`src/hdl/tldpg_pkg.sv`:
```
// ----------------------------------------------------------------------------
// tldpg_pkg
// Shared widths, register indexes and types for the trigger locked double
// pulse generator.
// ----------------------------------------------------------------------------
package tldpg_pkg;

	localparam int COUNT_WIDTH = 24;
	localparam int CFG_WIDTH   = 24;
	localparam int IDX_WIDTH   = 3;
	localparam int HALF_WIDTH  = COUNT_WIDTH - 1;
	// window sums are formed wide enough never to wrap
	localparam int SUM_WIDTH   = ((COUNT_WIDTH > CFG_WIDTH) ? COUNT_WIDTH : CFG_WIDTH) + 2;

	localparam logic [63:0] CNT_MOD = (64'd1 << COUNT_WIDTH) - 64'd1;
	localparam logic [COUNT_WIDTH-1:0] CNT_LAST = COUNT_WIDTH'(CNT_MOD - 64'd1);
	localparam logic [COUNT_WIDTH-1:0] PERIOD_RESET = COUNT_WIDTH'(64'd49800 % CNT_MOD);

	localparam logic [IDX_WIDTH-1:0] REG_OFFSET_A   = 3'd0;
	localparam logic [IDX_WIDTH-1:0] REG_DURATION_A = 3'd1;
	localparam logic [IDX_WIDTH-1:0] REG_INVERT_A   = 3'd2;
	localparam logic [IDX_WIDTH-1:0] REG_OFFSET_B   = 3'd3;
	localparam logic [IDX_WIDTH-1:0] REG_DURATION_B = 3'd4;
	localparam logic [IDX_WIDTH-1:0] REG_INVERT_B   = 3'd5;

	localparam logic [CFG_WIDTH-1:0] OFFSET_A_RESET   = 24'd9000;
	localparam logic [CFG_WIDTH-1:0] DURATION_A_RESET = 24'd6000;
	localparam logic [CFG_WIDTH-1:0] OFFSET_B_RESET   = 24'd0;
	localparam logic [CFG_WIDTH-1:0] DURATION_B_RESET = 24'd6000;

	typedef struct packed {
		logic [CFG_WIDTH-1:0] offset;
		logic [CFG_WIDTH-1:0] duration;
		logic                 invert;
	} chan_cfg_t;

endpackage

```
`src/hdl/tldpg_window.sv`:
```
// ----------------------------------------------------------------------------
// tldpg_window
// Pulse window test for one channel: the main window after the trigger and
// the same window shifted by half the measured period, then inversion.
// ----------------------------------------------------------------------------
module tldpg_window import tldpg_pkg::*; (
	input  logic [COUNT_WIDTH-1:0] t,
	input  logic [HALF_WIDTH-1:0]  half,
	input  chan_cfg_t              cfg,
	output logic                   level
);

	logic [SUM_WIDTH-1:0] t_w;
	logic [SUM_WIDTH-1:0] open_w;
	logic [SUM_WIDTH-1:0] close_w;
	logic [SUM_WIDTH-1:0] open2_w;
	logic [SUM_WIDTH-1:0] close2_w;
	logic                 active;

	always_comb begin
		t_w      = SUM_WIDTH'(t);
		open_w   = SUM_WIDTH'(cfg.offset);
		close_w  = open_w + SUM_WIDTH'(cfg.duration);
		open2_w  = open_w + SUM_WIDTH'(half);
		close2_w = close_w + SUM_WIDTH'(half);
		active   = ((t_w > open_w) && (t_w < close_w)) ||
			((t_w > open2_w) && (t_w < close2_w));
		level    = active ^ cfg.invert;
	end

endmodule

```
`src/hdl/trigger_locked_double_pulse_generator.sv`:
```
// Pipeline: an accepted input beat is held in the first stage register, then in the result
// register; out_stall holds the result register and, while that is full, stalls the input.
// Throughput: one input beat per cycle while in_stall is low; the tick counter and period latch
// update at each accepted beat, window compares sit between the two registers.
// Reset: asynchronous, active low; count clears to zero, measured period
// loads 49800 and the channel registers take their default values.
// ----------------------------------------------------------------------------
// trigger_locked_double_pulse_generator
// Counts ticks since the last trigger, latches the period on each trigger and
// drives two inverted-or-not pulse channels at twice the trigger rate.
// ----------------------------------------------------------------------------
module trigger_locked_double_pulse_generator import tldpg_pkg::*; (
	input  logic                 clk,
	input  logic                 arst_n,
	input  logic                 in_valid,
	output logic                 in_stall,
	input  logic                 trigger_edge,
	output logic                 out_valid,
	input  logic                 out_stall,
	output logic                 level_a,
	output logic                 level_b,
	input  logic                 cfg_valid,
	output logic                 cfg_ready,
	input  logic [IDX_WIDTH-1:0] cfg_index,
	input  logic [CFG_WIDTH-1:0] cfg_data
);

	chan_cfg_t cfg_a_q;
	chan_cfg_t cfg_b_q;

	logic [COUNT_WIDTH-1:0] elapsed_q;
	logic [COUNT_WIDTH-1:0] period_q;
	logic [COUNT_WIDTH-1:0] t_now;
	logic [COUNT_WIDTH-1:0] period_now;

	logic                   s1_valid_q;
	logic [COUNT_WIDTH-1:0] t_s1;
	logic [HALF_WIDTH-1:0]  half_s1;

	logic out_free;
	logic in_accept;
	logic lvl_a;
	logic lvl_b;

	assign cfg_ready = 1'b1;

	// configuration registers
	always_ff @(posedge clk or negedge arst_n) begin
		if (!arst_n) begin
			cfg_a_q.offset   <= OFFSET_A_RESET;
			cfg_a_q.duration <= DURATION_A_RESET;
			cfg_a_q.invert   <= 1'b1;
			cfg_b_q.offset   <= OFFSET_B_RESET;
			cfg_b_q.duration <= DURATION_B_RESET;
			cfg_b_q.invert   <= 1'b0;
		end else if (cfg_valid && cfg_ready) begin
			case (cfg_index)
				REG_OFFSET_A:   cfg_a_q.offset   <= cfg_data;
				REG_DURATION_A: cfg_a_q.duration <= cfg_data;
				REG_INVERT_A:   cfg_a_q.invert   <= cfg_data[0];
				REG_OFFSET_B:   cfg_b_q.offset   <= cfg_data;
				REG_DURATION_B: cfg_b_q.duration <= cfg_data;
				REG_INVERT_B:   cfg_b_q.invert   <= cfg_data[0];
				default: ;
			endcase
		end
	end

	// pipeline control: the output register frees when empty or taken
	assign out_free  = !out_valid || !out_stall;
	assign in_stall  = s1_valid_q && !out_free;
	assign in_accept = in_valid && !in_stall;

	always_comb begin
		t_now      = trigger_edge ? '0 : elapsed_q;
		period_now = trigger_edge ? elapsed_q : period_q;
	end

	// tick counter and period latch
	always_ff @(posedge clk or negedge arst_n) begin
		if (!arst_n) begin
			elapsed_q <= '0;
			period_q  <= PERIOD_RESET;
		end else if (in_accept) begin
			period_q  <= period_now;
			// count wraps one short of all ones
			elapsed_q <= (t_now == CNT_LAST) ? '0 : t_now + COUNT_WIDTH'(1);
		end
	end

	always_ff @(posedge clk or negedge arst_n) begin
		if (!arst_n) begin
			s1_valid_q <= 1'b0;
		end else if (in_accept) begin
			s1_valid_q <= 1'b1;
		end else if (out_free) begin
			s1_valid_q <= 1'b0;
		end
	end

	always_ff @(posedge clk) begin
		if (in_accept) begin
			t_s1    <= t_now;
			half_s1 <= period_now[COUNT_WIDTH-1:1];
		end
	end

	tldpg_window u_win_a (
		.t     (t_s1),
		.half  (half_s1),
		.cfg   (cfg_a_q),
		.level (lvl_a)
	);

	tldpg_window u_win_b (
		.t     (t_s1),
		.half  (half_s1),
		.cfg   (cfg_b_q),
		.level (lvl_b)
	);

	// result register
	always_ff @(posedge clk or negedge arst_n) begin
		if (!arst_n) begin
			out_valid <= 1'b0;
		end else if (out_free) begin
			out_valid <= s1_valid_q;
		end
	end

	always_ff @(posedge clk) begin
		if (out_free && s1_valid_q) begin
			level_a <= lvl_a;
			level_b <= lvl_b;
		end
	end

	a_count_below_mod: assert property (@(posedge clk) disable iff (!arst_n)
		elapsed_q != '1)
		else $error("tick count reached the wrap value");

	a_trigger_restart: assert property (@(posedge clk) disable iff (!arst_n)
		(in_accept && trigger_edge) |=> (elapsed_q == COUNT_WIDTH'(1)))
		else $error("count did not restart after trigger beat");

	a_stall_needs_s1: assert property (@(posedge clk) disable iff (!arst_n)
		!s1_valid_q |-> !in_stall)
		else $error("input stalled with empty first stage");

	a_result_from_s1: assert property (@(posedge clk) disable iff (!arst_n)
		$rose(out_valid) |-> $past(s1_valid_q))
		else $error("result beat without a first stage item");

endmodule
```
`config.mk`:
```
export PLATFORM = sky130hd
export DESIGN_NAME = trigger_locked_double_pulse_generator
export DESIGN_NICKNAME = d
export VERILOG_FILES = /design/src/hdl/tldpg_pkg.sv /design/src/hdl/tldpg_window.sv /design/src/hdl/trigger_locked_double_pulse_generator.sv
export SDC_FILE = /design/constraint.sdc
export NUM_CORES = 1
export LEC_CHECK = 0
export BUFFER_PORTS_ARGS = -buffer_cell sky130_fd_sc_hd__buf_2
export CAP_MARGIN = 25
export CORE_MARGIN = 10
export CORE_UTILIZATION = 53
export CTS_CLUSTER_SIZE = 30
export DETAILED_ROUTE_END_ITERATION = 12
export HOLD_SLACK_MARGIN = 0.05
export PLACE_DENSITY = 0.69
export SETUP_SLACK_MARGIN = 0.1
export SYNTH_ARGS = -nofsm -noshare
export SYNTH_HDL_FRONTEND = slang
export SYNTH_HIERARCHICAL = 1
export SYNTH_SLANG_ARGS = --single-unit
```
`constraint.sdc`:
```
create_clock -name clk -period 10.05 [get_ports clk]
set_input_delay 1.005 -clock clk [delete_from_list [all_inputs] [get_ports clk]]
set_output_delay 1.005 -clock clk [all_outputs]
set_load 0.005 [all_outputs]
```
==> results of run 1 <==
synth_stat cells (all sizes together) (4+ instances only):
library cell and count:
or2 9, a21boi 6, edfxtp 49, o211ai 17
dfstp 25, buf 15, o31a 8, nand4 43
nand3b 8, and2 8, a21oi 173, o31ai 9
xnor2 67, a211oi 24, nand3 40, xor2 63
o21a 17, a2111oi 9, or3 6, dfrtp 122
and4 8, fa 6, o2111ai 8, nand2b 32
nor4 10, a21o 119, mux2 143, a22o 7
a221oi 7, ha 338, nand2 88, a211o 8
a311oi 4, nor2b 43, inv 147, and3 11
nor2 89, o21bai 28, nor3 35, or4 6
o21ai 110, a31oi 16, clkbuf 16, nand4b 6
state kept, by name (all words and copies together), names as in the netlist, 23 cells and up:
name,flops
elapsed_q,24
period_q,23
t_s1,24
cfg_b_q,49
half_s1,23
cfg_a_q,49
critical path, delay by kind of cell (launching register included):
kind	cells	cell delay, ns
flip-flops	1	0.40
buffers and inverters	1	0.06
XOR/XNOR	3	0.61
adder cells (fa/ha/maj)	4	1.17
AND/OR/NAND/NOR	4	0.54
AO/OA/AOI/OAI	17	3.39
cell type report:
type | count | share of cell area (%)
multi-input cells | 1659 | 65.4
flip-flops and latches | 196 | 25.0
well taps | 468 | 2.83
inverters | 147 | 2.67
clock buffers | 18 | 2.18
repair buffers | 46 | 1.24
clock inverters | 14 | 0.665
power groups by stage:
stage / logic [mW] / registers, mW / clock network, mW
2_1_floorplan: 3.17 / 1.06 / 0
3_3_place_gp: 3.89 / 1.12 / 0
3_5_place_dp: 4.01 / 1.13 / 0
4_1_cts: 4.04 / 1.11 / 0.722
5_1_grt: 4.59 / 1.13 / 0.752
6_report: 4.10 / 1.11 / 0.712
logic make-up after synthesis:
| kind of cell | after synthesis | synth area share, % |
|---|---|---|
| AOI/OAI and AO/OA | 591 | 20.5 |
| and+or+nand+nor | 449 | 12.5 |
| adders and majority gates | 344 | 22.4 |
| DFF | 196 | 26.7 |
| buffers and inverters | 178 | 3.60 |
| muxes | 144 | 8.37 |
| xor gates and xnor gates | 130 | 5.87 |
| other | 1 | 0.0193 |
cells in the final DEF, fill, tap and decap left out, types with 28 or more instances in the layout:
cell / count
ha_1: 338
a21oi_1: 168
inv_1: 145
mux2_2: 142
dfrtp_1: 122
a21o_1: 117
o21ai_0: 95
nor2_1: 88
nand2_1: 88
xnor2_1: 67
xor2_1: 63
edfxtp_1: 49
nor2b_1: 42
nand4_1: 42
nand3_1: 38
buf_2: 35
nand2b_1: 32
nor3_1: 30
o21bai_1: 28
metal layers:
metal  part of all wire, %  vias up
met5                     0        -
met4                   2.5        0
met3                   4.1       65
met2                    47      402
met1                    46     7809
li1                      -     7642
worst max path at each step:
stage / start / endpoint / slack (ns) / cells after the start
2_1_floorplan: cfg_b_q[25] / level_b / 4.62 / 29
6_report: cfg_b_q[25] / level_b / 3.62 / 29
4_1_cts: cfg_b_q[25] / level_b / 3.72 / 29
3_5_place_dp: cfg_b_q[25] / level_b / 3.78 / 29
3_3_place_gp: cfg_b_q[25] / level_b / 3.91 / 29
5_1_grt: cfg_b_q[25] / level_b / 3.16 / 29
==> results.json, run 1 <==
{
  "drc": 0,
  "fmax_mhz": 156,
  "whs_ns": 0.490,
  "min_path_type": "reg2reg",
  "slowest_delay_ns": 0.49,
  "synth_cell_types": 94,
  "p_int_mw": 3.10,
  "grt_use_total_pct": 23.4,
  "synth_seq_cells": 196,
  "synth-edff-count": 49,
  "clkTransAtPathRegs_ns": 0.08,
  "drt_first_pass_iters": 6,
  "synthArstFlopShare_pct": 75.0,
  "layout-drive-gt1-share_pct": 14.5,
  "gp_congestion": 1.00,
  "grt_pass1_wl_um": 83000,
  "area_delta_synth_final_pct": 6.68,
  "post_cts_buffers": 0,
  "wirelength_um": 52500,
  "ys_seq_area_share_pct": 26.7,
  "synth.avg_cell_area_um2": 9.55,
  "multiInputGateArea_um2": 13500,
  "grt-busiest-layer": "met2",
  "fp.dieArea_um2": 44700,
  "arrival_ns": 6.64,
  "grt_overflow": 0,
  "htree_levels": 4,
  "die_w_um": 211,
  "nets": 2444,
  "synth_fp_nets": 2410,
  "use_met3_pct": 2.82,
  "worst-r2r-cell-count": 29,
  "min_to": "out_valid",
  "cts_root_buf": "clkbuf_16",
  "antenna_found_initial": 1,
  "powerDensity_nw_per_um2": 286,
  "setup_violations": 0,
  "grt_max_degree": 83,
  "synth_area_um2": 19400,
  "wl_per_cell_um": 20.6,
  "hold_path_startpoint": "s1_valid_q",
  "rows": 70,
  "period_share_pct": 64.0,
  "period_minus_slack_ns": 6.43,
  "maxCapViolCount": 0,
  "clkLatencyLatePin_ns": 0.47,
  "critPathLaunchType": "register",
  "ys_top_cells_by_area": "ha_1 22%, dfrtp_1 16%, mux2_2 8.2%",
  "p_sw_mw": 2.82,
  "p_leak_nw": 9.94,
  "fillers": 3224,
  "use_met2_pct": 39.5,
  "hpwl_um": 41400,
  "rsz0062_at_grt": "no",
  "switching_share_pct": 47.6,
  "dp_cells": 2516,
  "cts.sinks": 196,
  "path_class": "reg2reg",
  "slowest_stage": "a311oi_1",
  "drtIter0Drc": 1056,
  "timing.final.hold_violations": 0,
  "start_util_pct": 53.4,
  "cts_buffers": 17,
  "fin_setup_tns_ns": 0,
  "synthFlopType": "dfrtp_1",
  "tightest_slew_ns": 0.936,
  "clock_power_share_pct": 12.0,
  "max_slew_margin_pct": 37.0,
  "fin_area_um2": 20700,
  "port_buffers": 36,
  "ctsHoldBuffers": 0,
  "syn_inst": 2033,
  "cts_resized": 0,
  "yosysTopAreaCellShare_pct": 21.8,
  "ys.warnings.count": 6,
  "seqCellArea_um2": 5180,
  "die_h_um": 211,
  "setup_ws_ns": 3.62,
  "timing.rr.end": "level_b",
  "ant_nets": 0,
  "ctsLongestPathBuffers": 2,
  "path_common_cell": "a21oi_1",
  "crit_fanout": 4,
  "use_met1_pct": 30.7,
  "ir_worst_vdd_mv": 0.138,
  "placed_cell_area_um2": 20100,
  "report.final.slew_viol_count": 0,
  "outcome": "finished, final reports clean",
  "pwr-share-seq_pct": 18.7,
  "cts_tree": "built",
  "crit_path_end_kind": "register",
  "vias": 15918,
  "final_util_pct": 57.0,
  "rrSetupSlack_ns": 3.62,
  "crit_required_ns": 10.26,
  "r2r-start": "cfg_b_q[25]",
  "pwr-share-comb_pct": 69.2,
  "total_power_mw": 5.93,
  "final_cell_count_no_fill": 2548,
  "finClkSkew_ns": 0.0134,
  "holdPathStages": 1,
  "yosysTopAreaCell": "ha_1",
  "core_um2": 36300,
  "diodes": 0,
  "ios": 38,
  "dp_slack_ns": 3.78,
  "drt-vias-per-instance": 6.25,
  "grt_pass1_vias": 15773
}
Note: power is estimated with default switching activity, not from simulation.
==> run 2, diff against run 1 <==
- PLACE_DENSITY: 0.69 -> 0.72
- clock period: 10.05 -> 5.7 ns (I/O delays scaled with it)
==> results.json, run 2 (synthesis gave the netlist of run 1 again) <==
{
  "ios": 38,
  "fp.dieArea_um2": 44700,
  "timing.final.hold_violations": 0,
  "rrSetupSlack_ns": 0.1,
  "crit_fanout": 3,
  "wl_per_cell_um": 20.6,
  "rsz0062_at_grt": "yes",
  "tightest_slew_ns": 0.759,
  "die_h_um": 211,
  "cts.sinks": 196,
  "arrival_ns": 5.82,
  "rows": 70,
  "setup_ws_ns": 0.0975,
  "holdPathStages": 2,
  "fin_setup_tns_ns": 0,
  "total_power_mw": 11.4,
  "setup_violations": 0,
  "period_minus_slack_ns": 5.60,
  "fin_area_um2": 21600,
  "ctsLongestPathBuffers": 2,
  "powerDensity_nw_per_um2": 526,
  "die_w_um": 211,
  "ir_worst_vdd_mv": 0.249,
  "area_delta_synth_final_pct": 11.4,
  "period_share_pct": 98.3,
  "wirelength_um": 53700,
  "dp_slack_ns": -0.149,
  "max_slew_margin_pct": 48.1,
  "diodes": 0,
  "reg_top3": "cfg_a_q: 49 flops, cfg_b_q: 49 flops",
  "drc": 0,
  "port_buffers": 36,
  "crit_path_end_kind": "register",
  "p_leak_nw": 10.3,
  "drtIter0Drc": 1092,
  "min_path_type": "in2reg",
  "crit_required_ns": 5.92,
  "layout_commonest_cell": "ha_1",
  "fmax_mhz": 178,
  "cts_buffers": 17,
  "layout-drive-gt1-share_pct": 19.8,
  "clkLatencyLatePin_ns": 0.48,
  "nets": 2499,
  "drt-vias-per-instance": 6.23,
  "worst-r2r-cell-count": 20,
  "finClkSkew_ns": 0.0185,
  "grt_use_total_pct": 23.7,
  "ant_nets": 0,
  "placed_cell_area_um2": 20400,
  "grt_pass1_vias": 15959,
  "start_util_pct": 53.4,
  "report.final.slew_viol_count": 0,
  "hpwl_um": 41800,
  "cts_root_buf": "clkbuf_16",
  "outcome": "finished, final reports clean",
  "grt_pass1_wl_um": 83700,
  "vias": 16229,
  "antenna_found_initial": 0,
  "maxCapViolCount": 0,
  "path_class": "reg2reg",
  "critPathLaunchType": "register",
  "grt_overflow": 0,
  "grt_max_degree": 99,
  "htree_levels": 4,
  "core_um2": 36300,
  "drt_first_pass_iters": 5,
  "clkTransAtPathRegs_ns": 0.08,
  "cts_tree": "built",
  "gp_congestion": 0.952,
  "final_cell_mix": "330 x ha_1, 150 x a21oi_1, 143 x inv_1"
}
[run 2: changes by cell type in the layout (fill, tap and decap cells not counted), moves of 5 or more]
cell / change
o21ai_0: -11
ha_4: +6
o21ai_1: +6
a21oi_2: +16
o21ai_2: +5
buf_4: +52
a21oi_1: -18
ha_1: -8
[run 2: worst max-delay path, stage by stage (launching register included)]
cell and delay, ns:
edfxtp_1 0.50, ha_1 0.28, fa_1 0.41, a21o_1 0.18, a21oi_1 0.20, o211ai_1 0.14, a21o_1 0.22, o41a_1 0.37
a211oi_1 0.34, o21bai_1 0.17, a21o_1 0.21, a21oi_1 0.18, xor2_1 0.10, ha_1 0.41, nand4_1 0.11, or4_1 0.55
o41ai_1 0.40, a2111oi_0 0.11, o31ai_1 0.15, o31a_1 0.24, xnor2_1 0.07
[run 2: path summary, 6_finish.rpt]
| path | from | endpoint |
|---|---|---|
| max reg2reg | half_s1[0] | level_b |
| min in group asynchronous | arst_n | cfg_a_q[48] |
| max | half_s1[0] | level_b |
| max in group asynchronous | arst_n | period_q[23] |
| min | in_valid | s1_valid_q |
| min reg2reg | s1_valid_q | out_valid |
[run 2: power breakdown]
part | internal (mW) | switching (mW)
registers | 1.69 | 0.269
clock network | 0.607 | 0.673
logic | 3.67 | 4.45
[run 2: cell type report]
type,instances,area (um2)
fill,3099,14700
multi-input combinational,1659,14000
sequential,196,5180
timing repair buffer,101,701
tap,468,586
inverter,147,552
clock buffer,17,425
clock inverter,15,191
[run 2: what timing repair did]
action,CTS,global route
pin swaps,7,57
setup endpoints to repair,2,2
resized for setup,23,72
endpoints found under the hold margin,0,2
hold buffers,0,1
setup buffers,2,13
[run 2: layer usage]
| layer | GRT usage [%] | part of all wire [%] |
|---|---|---|
| met1 | 30.9 | 45 |
| met2 | 38.9 | 47 |
| met3 | 2.91 | 4.7 |
| met4 | 10.1 | 3.5 |
| met5 | 0 | 0 |
[run 2: stage by stage]
step / util [%] / std cells / hold slack [ns]
3_5_place_dp: 56.1 / 2553 / 0.462
6_report: 59.5 / 2603 / 0.305
2_1_floorplan: - / 2033 / 0.274
3_3_place_gp: 56.1 / 2553 / 0.462
4_1_cts: 58.1 / 2587 / 0.265
5_1_grt: 59.5 / 2603 / 0.308
